[config.mk]
export PLATFORM = sky130hd
export DESIGN_NAME = escape_key_byte_unstuffer_flat
export DESIGN_NICKNAME = d
export VERILOG_FILES = /design/src/ekbu_pkg.sv /design/src/ekbu_in_if.sv /design/src/ekbu_out_if.sv /design/src/ekbu_ctrl.sv /design/src/ekbu_dp.sv /design/src/escape_key_byte_unstuffer.sv /design/src/flat_wrapper.sv
export VERILOG_INCLUDE_DIRS = /design/src /design/src/src
export SDC_FILE = /design/constraint.sdc
export NUM_CORES = 1
export LEC_CHECK = 0
export ABC_AREA = 0
export CORE_MARGIN = 1.5
export CORE_UTILIZATION = 44
export CTS_BUF_LIST = sky130_fd_sc_hd__clkbuf_4
export DETAILED_ROUTE_END_ITERATION = 6
export DONT_BUFFER_PORTS = 1
export SYNTH_ARGS = -nofsm -noshare
export SYNTH_HDL_FRONTEND = slang
export SYNTH_SLANG_ARGS = --single-unit
[constraint.sdc]
create_clock -name clk -period 6.8 [get_ports clk]
set_input_delay 1.02 -clock clk [delete_from_list [all_inputs] [get_ports clk]]
set_output_delay 1.02 -clock clk [all_outputs]
set_load 0.01 [all_outputs]
[src/escape_key_byte_unstuffer_defines.svh]
// ----------------------------------------------------------------------------
// Escape key byte unstuffer assertion macros
// Concurrent assertion wrappers, compiled out when ASSERT_OFF is set.
// ----------------------------------------------------------------------------
`ifndef ESCAPE_KEY_BYTE_UNSTUFFER_DEFINES_SVH
`define ESCAPE_KEY_BYTE_UNSTUFFER_DEFINES_SVH

`ifndef ASSERT_OFF
// check under reset qualification
`define EKBU_ASSERT_RST(name, clk, rst_n, prop) \
    name: assert property (@(posedge clk) disable iff (!rst_n) (prop)) \
        else $error("ekbu assertion failed");
// check at every edge
`define EKBU_ASSERT_ALWAYS(name, clk, prop) \
    name: assert property (@(posedge clk) (prop)) \
        else $error("ekbu assertion failed");
`else
`define EKBU_ASSERT_RST(name, clk, rst_n, prop)
`define EKBU_ASSERT_ALWAYS(name, clk, prop)
`endif

`endif

[src/ekbu_pkg.sv]
// ----------------------------------------------------------------------------
// Escape key byte unstuffer package
// Key table, result kinds and controller/datapath command and status types.
// ----------------------------------------------------------------------------
package ekbu_pkg;

    localparam int unsigned KEY_LEN      = 12;
    localparam logic [3:0]  KEY_LAST_IDX = 4'(KEY_LEN - 1);
    localparam logic [16:0] PAUSE_MARGIN = 17'd14;
    localparam logic [7:0]  STUFF_CHAR   = 8'h58;
    localparam logic [15:0] CAP_RESET    = 16'd4096;

    localparam logic [1:0] KIND_DATA  = 2'd0;
    localparam logic [1:0] KIND_KEY   = 2'd1;
    localparam logic [1:0] KIND_PAUSE = 2'd2;
    localparam logic [1:0] KIND_EOS   = 2'd3;

    // end key bytes, first character at index 0
    function automatic logic [7:0] key_char(input logic [3:0] idx);
        logic [7:0] c;
        case (idx)
            4'd0:    c = 8'h66;
            4'd1:    c = 8'h74;
            4'd2:    c = 8'h5F;
            4'd3:    c = 8'h53;
            4'd4:    c = 8'h74;
            4'd5:    c = 8'h55;
            4'd6:    c = 8'h66;
            4'd7:    c = 8'h46;
            4'd8:    c = 8'h5F;
            4'd9:    c = 8'h6B;
            4'd10:   c = 8'h65;
            4'd11:   c = 8'h79;
            default: c = 8'h00;
        endcase
        return c;
    endfunction

    typedef struct packed {
        logic       load;
        logic       inc_match;
        logic       clr_match;
        logic       clr_count;
        logic       emit;
        logic [1:0] emit_kind;
        logic       emit_prefix;
        logic       emit_last;
        logic       flush_adv;
    } ekbu_cmd_t;

    typedef struct packed {
        logic slot_free;
        logic eos;
        logic key_hit;
        logic key_done;
        logic stuffed;
        logic held_zero;
        logic flush_last;
        logic pause_data;
        logic pause_now;
    } ekbu_sts_t;

endpackage

[src/ekbu_in_if.sv]
// ----------------------------------------------------------------------------
// Escape key byte unstuffer input channel
// Valid/ready channel carrying one received stream byte per item.
// ----------------------------------------------------------------------------
interface ekbu_in_if;
    logic       valid;
    logic       ready;
    logic [7:0] in_byte;
    logic       end_of_stream;

    modport source (output valid, output in_byte, output end_of_stream, input ready);
    modport sink (input valid, input in_byte, input end_of_stream, output ready);
endinterface

[src/ekbu_out_if.sv]
// ----------------------------------------------------------------------------
// Escape key byte unstuffer result channel
// Valid/ready channel carrying one result item: kind, byte and run end flag.
// ----------------------------------------------------------------------------
interface ekbu_out_if;
    logic       valid;
    logic       ready;
    logic [1:0] kind;
    logic [7:0] out_byte;
    logic       last_of_run;

    modport source (output valid, output kind, output out_byte, output last_of_run,
                    input ready);
    modport sink (input valid, input kind, input out_byte, input last_of_run,
                  output ready);
endinterface

[src/ekbu_ctrl.sv]
// ----------------------------------------------------------------------------
// Escape key byte unstuffer controller
// Sequences accept, prefix flush, data, key, pause and end of stream results.
// ----------------------------------------------------------------------------
module ekbu_ctrl (
    input  logic                  clk,
    input  logic                  rst_n,
    input  logic                  in_valid,
    output logic                  in_ready,
    input  ekbu_pkg::ekbu_sts_t   sts,
    output ekbu_pkg::ekbu_cmd_t   cmd
);
    import ekbu_pkg::*;

    localparam logic [2:0] S_IDLE  = 3'd0;
    localparam logic [2:0] S_FLUSH = 3'd1;
    localparam logic [2:0] S_BYTE  = 3'd2;
    localparam logic [2:0] S_KEY   = 3'd3;
    localparam logic [2:0] S_PAUSE = 3'd4;
    localparam logic [2:0] S_EOS   = 3'd5;

    logic [2:0] state_reg;
    logic [2:0] state_next;
    logic       with_byte_reg;
    logic       with_byte_next;

    assign in_ready = (state_reg == S_IDLE);

    always_comb
    begin
        state_next     = state_reg;
        with_byte_next = with_byte_reg;
        cmd            = '0;
        cmd.emit_kind  = KIND_DATA;
        case (state_reg)
            S_IDLE:
            begin
                if (in_valid)
                begin
                    cmd.load = 1'b1;
                    if (sts.eos)
                    begin
                        cmd.clr_match = 1'b1;
                        cmd.clr_count = 1'b1;
                        state_next    = S_EOS;
                    end
                    else if (sts.key_hit)
                    begin
                        if (sts.key_done)
                        begin
                            cmd.clr_match = 1'b1;
                            cmd.clr_count = 1'b1;
                            state_next    = S_KEY;
                        end
                        else
                        begin
                            cmd.inc_match = 1'b1;
                        end
                    end
                    else if (sts.stuffed)
                    begin
                        // drop the stuffed X, flush the prefix only
                        with_byte_next = 1'b0;
                        state_next     = S_FLUSH;
                    end
                    else
                    begin
                        with_byte_next = 1'b1;
                        state_next     = sts.held_zero ? S_BYTE : S_FLUSH;
                    end
                end
            end
            S_FLUSH:
            begin
                if (sts.slot_free)
                begin
                    cmd.emit        = 1'b1;
                    cmd.emit_prefix = 1'b1;
                    cmd.flush_adv   = 1'b1;
                    if (sts.flush_last)
                    begin
                        cmd.clr_match = 1'b1;
                        if (with_byte_reg)
                        begin
                            state_next = S_BYTE;
                        end
                        else
                        begin
                            cmd.emit_last = !sts.pause_data;
                            state_next    = sts.pause_data ? S_PAUSE : S_IDLE;
                        end
                    end
                end
            end
            S_BYTE:
            begin
                if (sts.slot_free)
                begin
                    cmd.emit      = 1'b1;
                    cmd.emit_last = !sts.pause_data;
                    state_next    = sts.pause_data ? S_PAUSE : S_IDLE;
                end
            end
            S_KEY:
            begin
                if (sts.slot_free)
                begin
                    cmd.emit      = 1'b1;
                    cmd.emit_kind = KIND_KEY;
                    cmd.emit_last = !sts.pause_now;
                    state_next    = sts.pause_now ? S_PAUSE : S_IDLE;
                end
            end
            S_PAUSE:
            begin
                if (sts.slot_free)
                begin
                    cmd.emit      = 1'b1;
                    cmd.emit_kind = KIND_PAUSE;
                    cmd.emit_last = 1'b1;
                    cmd.clr_count = 1'b1;
                    state_next    = S_IDLE;
                end
            end
            S_EOS:
            begin
                if (sts.slot_free)
                begin
                    cmd.emit      = 1'b1;
                    cmd.emit_kind = KIND_EOS;
                    cmd.emit_last = 1'b1;
                    state_next    = S_IDLE;
                end
            end
            default:
            begin
                state_next = S_IDLE;
            end
        endcase
    end

    always_ff @(posedge clk or negedge rst_n)
    begin
        if (!rst_n)
        begin
            state_reg     <= S_IDLE;
            with_byte_reg <= 1'b0;
        end
        else
        begin
            state_reg     <= state_next;
            with_byte_reg <= with_byte_next;
        end
    end

endmodule

[src/ekbu_dp.sv]
// ----------------------------------------------------------------------------
// Escape key byte unstuffer datapath
// Match length, output count, capacity register, flush index, input byte and result register.
// ----------------------------------------------------------------------------
module ekbu_dp (
    input  logic                  clk,
    input  logic                  rst_n,
    input  logic [7:0]            in_byte,
    input  logic                  end_of_stream,
    input  logic                  cfg_wr_en,
    input  logic [15:0]           cfg_wr_data,
    input  ekbu_pkg::ekbu_cmd_t   cmd,
    output ekbu_pkg::ekbu_sts_t   sts,
    ekbu_out_if.source            result
);
    import ekbu_pkg::*;

    logic [3:0]  match_reg;
    logic [3:0]  match_next;
    logic [15:0] count_reg;
    logic [15:0] count_next;
    logic [15:0] cap_reg;
    logic [7:0]  byte_reg;
    logic [3:0]  flush_idx_reg;
    logic        out_valid_reg;
    logic        out_valid_next;
    logic [1:0]  out_kind_reg;
    logic [7:0]  out_byte_reg;
    logic        out_last_reg;
    logic [7:0]  emit_byte;
    logic [15:0] count_inc;

    assign count_inc = count_reg + 16'd1;

    always_comb
    begin
        sts.slot_free  = !out_valid_reg || result.ready;
        sts.eos        = end_of_stream;
        sts.key_hit    = (in_byte == key_char(match_reg));
        sts.key_done   = (match_reg == KEY_LAST_IDX);
        sts.stuffed    = (in_byte == STUFF_CHAR) && (match_reg == KEY_LAST_IDX);
        sts.held_zero  = (match_reg == 4'd0);
        sts.flush_last = (flush_idx_reg == (match_reg - 4'd1));
        // count after one more data byte, compared without wrap of the margin add
        sts.pause_data = ({1'b0, count_inc} + PAUSE_MARGIN) >= {1'b0, cap_reg};
        sts.pause_now  = ({1'b0, count_reg} + PAUSE_MARGIN) >= {1'b0, cap_reg};
    end

    always_comb
    begin
        if (cmd.emit_kind != KIND_DATA)
        begin
            emit_byte = 8'h00;
        end
        else if (cmd.emit_prefix)
        begin
            emit_byte = key_char(flush_idx_reg);
        end
        else
        begin
            emit_byte = byte_reg;
        end
    end

    always_comb
    begin
        match_next = match_reg;
        if (cmd.clr_match)
        begin
            match_next = 4'd0;
        end
        else if (cmd.inc_match)
        begin
            match_next = match_reg + 4'd1;
        end

        count_next = count_reg;
        if (cmd.clr_count)
        begin
            count_next = 16'd0;
        end
        else if (cmd.emit && (cmd.emit_kind == KIND_DATA))
        begin
            count_next = count_inc;
        end

        out_valid_next = out_valid_reg;
        if (cmd.emit)
        begin
            out_valid_next = 1'b1;
        end
        else if (result.ready)
        begin
            out_valid_next = 1'b0;
        end
    end

    always_ff @(posedge clk or negedge rst_n)
    begin
        if (!rst_n)
        begin
            match_reg     <= 4'd0;
            count_reg     <= 16'd0;
            cap_reg       <= CAP_RESET;
            flush_idx_reg <= 4'd0;
            out_valid_reg <= 1'b0;
        end
        else
        begin
            match_reg     <= match_next;
            count_reg     <= count_next;
            out_valid_reg <= out_valid_next;
            if (cfg_wr_en)
            begin
                cap_reg <= cfg_wr_data;
            end
            if (cmd.load)
            begin
                flush_idx_reg <= 4'd0;
            end
            else if (cmd.flush_adv)
            begin
                flush_idx_reg <= flush_idx_reg + 4'd1;
            end
        end
    end

    always_ff @(posedge clk)
    begin
        if (cmd.load)
        begin
            byte_reg <= in_byte;
        end
        if (cmd.emit)
        begin
            out_kind_reg <= cmd.emit_kind;
            out_byte_reg <= emit_byte;
            out_last_reg <= cmd.emit_last;
        end
    end

    assign result.valid       = out_valid_reg;
    assign result.kind        = out_kind_reg;
    assign result.out_byte    = out_byte_reg;
    assign result.last_of_run = out_last_reg;

endmodule

[src/escape_key_byte_unstuffer.sv]
// ----------------------------------------------------------------------------
// Escape key byte unstuffer
// Strips the end key from a received byte stream and flags frame end, pause
// and early stream end.
// ----------------------------------------------------------------------------
// stream carries received bytes (in_byte, end_of_stream); result carries items
// of kind data, key found, buffer full pause or stream ended, with last_of_run
// set on the final result of each input item.
// One input item at a time: stream.ready is high only while the controller is
// idle. A byte that extends a key prefix is taken with no result and leaves
// the controller idle. Any other item is accepted and then gives its results
// one at a time (up to 13: an 11-byte prefix, the byte, a pause), each one
// through the sequencing state machine and its single result register, so the
// next item waits until the last result of this one has been emitted.
// When result.ready is low the result register holds and the controller waits;
// a new item is still taken while the last result of the previous one waits.
// cfg_wr_en/cfg_wr_data write the buffer capacity; write only while idle.
// Reset clears the match length and output count, empties the result register
// and loads a capacity of 4096.
// ----------------------------------------------------------------------------
`include "escape_key_byte_unstuffer_defines.svh"

module escape_key_byte_unstuffer (
    input  logic        clk,
    input  logic        rst_n,
    ekbu_in_if.sink     stream,
    ekbu_out_if.source  result,
    input  logic        cfg_wr_en,
    input  logic [15:0] cfg_wr_data
);
    import ekbu_pkg::*;

    ekbu_cmd_t cmd;
    ekbu_sts_t sts;
    logic      ctrl_ready;

    assign stream.ready = ctrl_ready;

    ekbu_ctrl u_ctrl (
        .clk      (clk),
        .rst_n    (rst_n),
        .in_valid (stream.valid),
        .in_ready (ctrl_ready),
        .sts      (sts),
        .cmd      (cmd)
    );

    ekbu_dp u_dp (
        .clk           (clk),
        .rst_n         (rst_n),
        .in_byte       (stream.in_byte),
        .end_of_stream (stream.end_of_stream),
        .cfg_wr_en     (cfg_wr_en),
        .cfg_wr_data   (cfg_wr_data),
        .cmd           (cmd),
        .sts           (sts),
        .result        (result)
    );

    `EKBU_ASSERT_RST(a_emit_needs_slot, clk, rst_n, cmd.emit |-> sts.slot_free)
    `EKBU_ASSERT_RST(a_no_emit_on_accept, clk, rst_n, (stream.valid && stream.ready) |-> !cmd.emit)
    `EKBU_ASSERT_RST(a_pause_ends_run, clk, rst_n, (result.valid && (result.kind == KIND_PAUSE || result.kind == KIND_EOS)) |-> result.last_of_run)
    `EKBU_ASSERT_RST(a_marker_zero_byte, clk, rst_n, (result.valid && result.kind != KIND_DATA) |-> (result.out_byte == 8'h00))

endmodule

[src/flat_wrapper.sv]
// flat-port wrapper written by rule: the top's interface ports become plain ports
module escape_key_byte_unstuffer_flat import ekbu_pkg::*;
  (clk, rst_n, cfg_wr_en, cfg_wr_data, stream_valid, stream_in_byte, stream_end_of_stream, stream_ready, result_valid, result_kind, result_out_byte, result_last_of_run, result_ready);
  ekbu_in_if stream_i ();
  ekbu_out_if result_i ();
  input  logic clk;
  input  logic rst_n;
  input  logic cfg_wr_en;
  input  logic [15:0] cfg_wr_data;
  input wire logic [$bits(stream_i.valid)-1:0] stream_valid;
  input wire logic [$bits(stream_i.in_byte)-1:0] stream_in_byte;
  input wire logic [$bits(stream_i.end_of_stream)-1:0] stream_end_of_stream;
  output wire logic [$bits(stream_i.ready)-1:0] stream_ready;
  output wire logic [$bits(result_i.valid)-1:0] result_valid;
  output wire logic [$bits(result_i.kind)-1:0] result_kind;
  output wire logic [$bits(result_i.out_byte)-1:0] result_out_byte;
  output wire logic [$bits(result_i.last_of_run)-1:0] result_last_of_run;
  input wire logic [$bits(result_i.ready)-1:0] result_ready;
  assign stream_i.valid = stream_valid;
  assign stream_i.in_byte = stream_in_byte;
  assign stream_i.end_of_stream = stream_end_of_stream;
  assign stream_ready = stream_i.ready;
  assign result_valid = result_i.valid;
  assign result_kind = result_i.kind;
  assign result_out_byte = result_i.out_byte;
  assign result_last_of_run = result_i.last_of_run;
  assign result_i.ready = result_ready;
  escape_key_byte_unstuffer u_core (.clk(clk), .rst_n(rst_n), .stream(stream_i), .result(result_i), .cfg_wr_en(cfg_wr_en), .cfg_wr_data(cfg_wr_data));
endmodule
==> impl_results.rst <==
.. list-table::
   :header-rows: 1

   * - Metric
     - Value
   * - Final cycle utilization of the critical path
     - 0.689
   * - CTS tree
     - yes
   * - Max capacitance violation total
     - 0
   * - Maximum vdd drop
     - ~0.17 mV
   * - Post-synthesis instance area
     - roughly 5200 µm²
   * - Total negative setup slack
     - 0 ps
   * - Count of cell instances traversed by the critical path
     - 16
   * - Cell internal pwr
     - 0.759 mW
   * - Final clock skew
     - 15.5 ps
   * - Hold-fix buffers, CTS
     - 0
   * - Placed cells
     - 711
   * - Critical-path cell with the highest stage delay
     - or4_4
   * - Switching part of the total
     - 0.406
   * - Number of antenna violations at the first check in global routing
     - 1
   * - Cell-by-cell trace of the critical path
     - ha_1 -> nand4_4 -> or3_1 -> a211oi_2 -> nand2_1 -> or4_4 -> nor2_1 -> xnor2_1 -> ha_1 -> o21a_1 -> o21ai_0 -> a311oi_1 -> nor3_1 -> o211ai_2 -> o32a_1 -> o31ai_1
   * - Family of cells with the greatest summed delay on the critical path
     - simple AND/OR/NAND/NOR gates
   * - Sum of overflow across all layers after global routing
     - 0
   * - Max-slew violation count
     - 0
   * - Total global routing track utilization
     - 0.205
   * - Post-CTS Repair Setup Buffers
     - 0
   * - Result of the run
     - finished clean
   * - Mean Syn Cell Area
     - 8.75 µm²
   * - Maximum fanout along the worst path
     - 7
   * - Number of buffers created by CTS
     - 9
   * - Worst EP required
     - between 7000 and 8000 ps
   * - Power dissipated by switching net loads
     - 0.520 mW
   * - Worst endpoint data arrival time
     - around 5000 ps
   * - Vias
     - slightly above 4k
   * - Maximum number of pins on one net before global-route repair
     - 46
   * - Num Clock Sinks
     - 64
   * - Number of distinct library cell variants in the gate-level netlist after synthesis
     - 69
   * - Total Die Area
     - 12500 µm²
   * - Comb pwr share
     - 0.367
   * - Worst skew pair latency
     - 460 ps
   * - Fraction of registers with async set or reset after synthesis
     - 0.703
   * - Gates resized, CTS repair
     - 0
   * - DIE HEIGHT
     - 112 µm
   * - Classification of the worst-slack hold path
     - input pin to asynchronous set/reset pin
   * - Row cnt
     - 39
   * - Number of I/O pins
     - 43
   * - Final hold violation count
     - 0
   * - Share of cells above drive strength 1
     - 0.0702
   * - Pleak
     - 2.20 nW
   * - Detailed-route vias per instance
     - 5.68
   * - Layout overhead on the synthesized area
     - 2.98%
   * - Tot Pwr
     - 1.28 mW
   * - Most frequent cell on the critical path
     - ha_1
   * - Slowest Stage Delay on Critical Path
     - 560 ps
   * - Clock Power Share
     - 0.178
   * - Ys Warns
     - 0
   * - Filler cell count
     - 1121
   * - Detailed Routing Iterations Pass 1
     - 4
   * - Primary flip-flop cell chosen by synthesis mapping
     - dfrtp_1
   * - Vias in the first global route
     - 4070
   * - Initial core utilization
     - 0.454
   * - Detailed Route Iter0 Violations
     - around 250
   * - Post-Syn Instances
     - 595
   * - Gpl congestion
     - 0.829
   * - Net count after synthesis
     - 676
   * - Sequential share of the synthesized area
     - 0.326
   * - Share of the core filled with cells in the final layout
     - 0.468
   * - EDFF count, synth
     - 19
   * - Critical path launch point type
     - flip-flop
   * - P per Cell Area
     - ~240 nW/µm²
   * - Number of setup violations in the final report
     - 0
   * - Path type of the worst setup path
     - flip-flop to flip-flop
   * - Floorplan die width
     - 112 µm
   * - WL per Instance
     - 16.6 µm
   * - R2R cell count
     - 16
   * - Total of flip-flops plus latches after synthesis
     - 64
   * - Clock buffer depth
     - 2
   * - Detailed-route DRC error count
     - 0
   * - Category of the worst setup path capture point
     - flip-flop
   * - Count of H-tree levels built during CTS
     - 3
   * - Post-route minimum period
     - 4690 ps
   * - Sequential Area
     - 1700 µm²
   * - Highest clock rate
     - between 200 and 250 MHz
   * - Final routed wirelength across all metal layers
     - 12.1 mm
   * - Port Buffer Count
     - 0
   * - Slew at the pin closest to its max-slew limit
     - 772 ps
   * - Final layout net count
     - 660
   * - Worst Path Buf+Inv
     - 0
   * - Clock transition at path regs
     - 110 ps
   * - Sequential power share
     - 0.455
   * - Detailed-placement wirelength estimate
     - 9.23 mm
   * - Number of cells in the finished layout apart from fillers
     - approximately 730
   * - Multi-input combinational cell area
     - approximately 3200 µm²
   * - Unrepaired setup endpoints after global routing
     - false
   * - Clock tree root driver cell
     - clkbuf_4
   * - Core Box Area
     - roughly 11000 µm²
   * - Worst-case hold slack
     - 244 ps
   * - First-pass GRT wire length
     - 20.2 mm
   * - Antenna violation net count after detailed routing
     - 0
   * - Relative slew slack
     - 0.485
[logic make-up (layout without fill, tap and decap cells)]
| logic type | count (synthesis) | after routing | share of synthesized area |
|---|---|---|---|
| fa+ha+maj | 51 | 51 | 0.123 |
| other cells | 0 | 1 | 0 |
| compound gates | 110 | 110 | 0.140 |
| mux | 9 | 9 | 0.0178 |
| flops | 64 | 64 | 0.326 |
| buf+inv | 65 | 54 | 0.0546 |
| simple gates | 235 | 235 | 0.236 |
| xor+xnor | 61 | 61 | 0.103 |
[final cells by class]
type / instances / share of cell area
Antenna cell: 1 / 0.000467
Clock buffer: 12 / 0.0168
Clock inverter: 4 / 0.00397
Inverter: 37 / 0.0259
Multi-Input combinational cell: 466 / 0.601
Sequential cell: 64 / 0.317
Tap cell: 143 / 0.0334
Timing Repair Buffer: 1 / 0.00140
[Yosys cell counts (4+ instances only)]
cell	instances	share of area
inv_1	36	0.026
a211oi_1	7	0.010
nand2_1	58	0.042
xnor2_1	36	0.061
nor4_1	6	0.0072
nand3_1	15	0.014
dfrtp_1	44	0.21
edfxtp_1	19	0.11
nand2b_1	7	0.0084
and2_1	5	0.0060
a21oi_1	24	0.023
o21ai_0	31	0.030
nor2_1	62	0.045
o31ai_1	5	0.0072
nor3_1	24	0.023
buf_2	8	0.0077
o21a_1	5	0.0072
buf_4	4	0.0058
or2_2	8	0.0096
clkbuf_1	13	0.0094
ha_1	51	0.12
nand4_1	17	0.020
xor2_1	25	0.042
mux2i_1	7	0.013
nor2b_1	6	0.0072
or4_1	4	0.0058
[power groups by stage]
stage	Combinational [mW]	Sequential, mW	Clock (mW)
5_1_grt	0.536	0.594	0.253
3_5_place_dp	0.471	0.592	0
6_report	0.470	0.582	0.227
3_3_place_gp	0.460	0.590	0
2_1_floorplan	0.399	0.552	0
4_1_cts	0.473	0.584	0.238
[path summary, 6_finish.rpt]
path | slack (ps) | startpoint | end
min reg2reg | 570 | u_core.u_dp.byte_reg[7]$_DFFE_PP_ | u_core.u_dp.result.out_byte[7]$_SDFFCE_PP0P_
max reg2reg | 2110 | u_core.u_dp.count_reg[2]$_DFFE_PN0P_ | u_core.u_dp.result.last_of_run$_DFFE_PP_
max in group asynchronous | 6370 | rst_n | u_core.u_dp.cap_reg[12]$_DFFE_PN1P_
min in group clk | 570 | u_core.u_dp.byte_reg[7]$_DFFE_PP_ | u_core.u_dp.result.out_byte[7]$_SDFFCE_PP0P_
min | 240 | rst_n | u_core.u_ctrl.with_byte_reg$_DFFE_PN0P_
max | 2110 | u_core.u_dp.count_reg[2]$_DFFE_PN0P_ | u_core.u_dp.result.last_of_run$_DFFE_PP_
[per-stage QoR]
step	worst slack (ps)	area, µm²
after detailed placement	2140	5250
after floorplan	2720	5210
after global placement	2260	5250
after CTS	2110	5360
final	2110	5360
after global routing	1790	5360
[per-layer routing]
layer	global-route usage	share of wire	vias up
li1	-	-	2080
met1	0.235	0.42	1946
met2	0.357	0.50	86
met3	0.0479	0.041	24
met4	0.104	0.036	0
met5	0	0	-
[cells in the final DEF (no fill, tap or decap), types with 3 or more instances in the layout]
| cell type | n |
|---|---|
| nor2_1 | 62 |
| nand2_1 | 58 |
| ha_1 | 51 |
| dfrtp_1 | 44 |
| inv_1 | 36 |
| xnor2_1 | 36 |
| o21ai_0 | 31 |
| xor2_1 | 25 |
| a21oi_1 | 24 |
| nor3_1 | 24 |
| edfxtp_1 | 19 |
| nand4_1 | 17 |
| nand3_1 | 15 |
| clkbuf_4 | 12 |
| or2_2 | 8 |
| nand2b_1 | 7 |
| a211oi_1 | 7 |
| mux2i_1 | 7 |
| nor4_1 | 6 |
| nor2b_1 | 6 |
| o31ai_1 | 5 |
| and2_1 | 5 |
| o21a_1 | 5 |
| or4_1 | 4 |
| or3_1 | 3 |
| and3_1 | 3 |
| a22oi_1 | 3 |
| a311oi_1 | 3 |
| a31oi_1 | 3 |
Power figures use the tool's default switching activity.
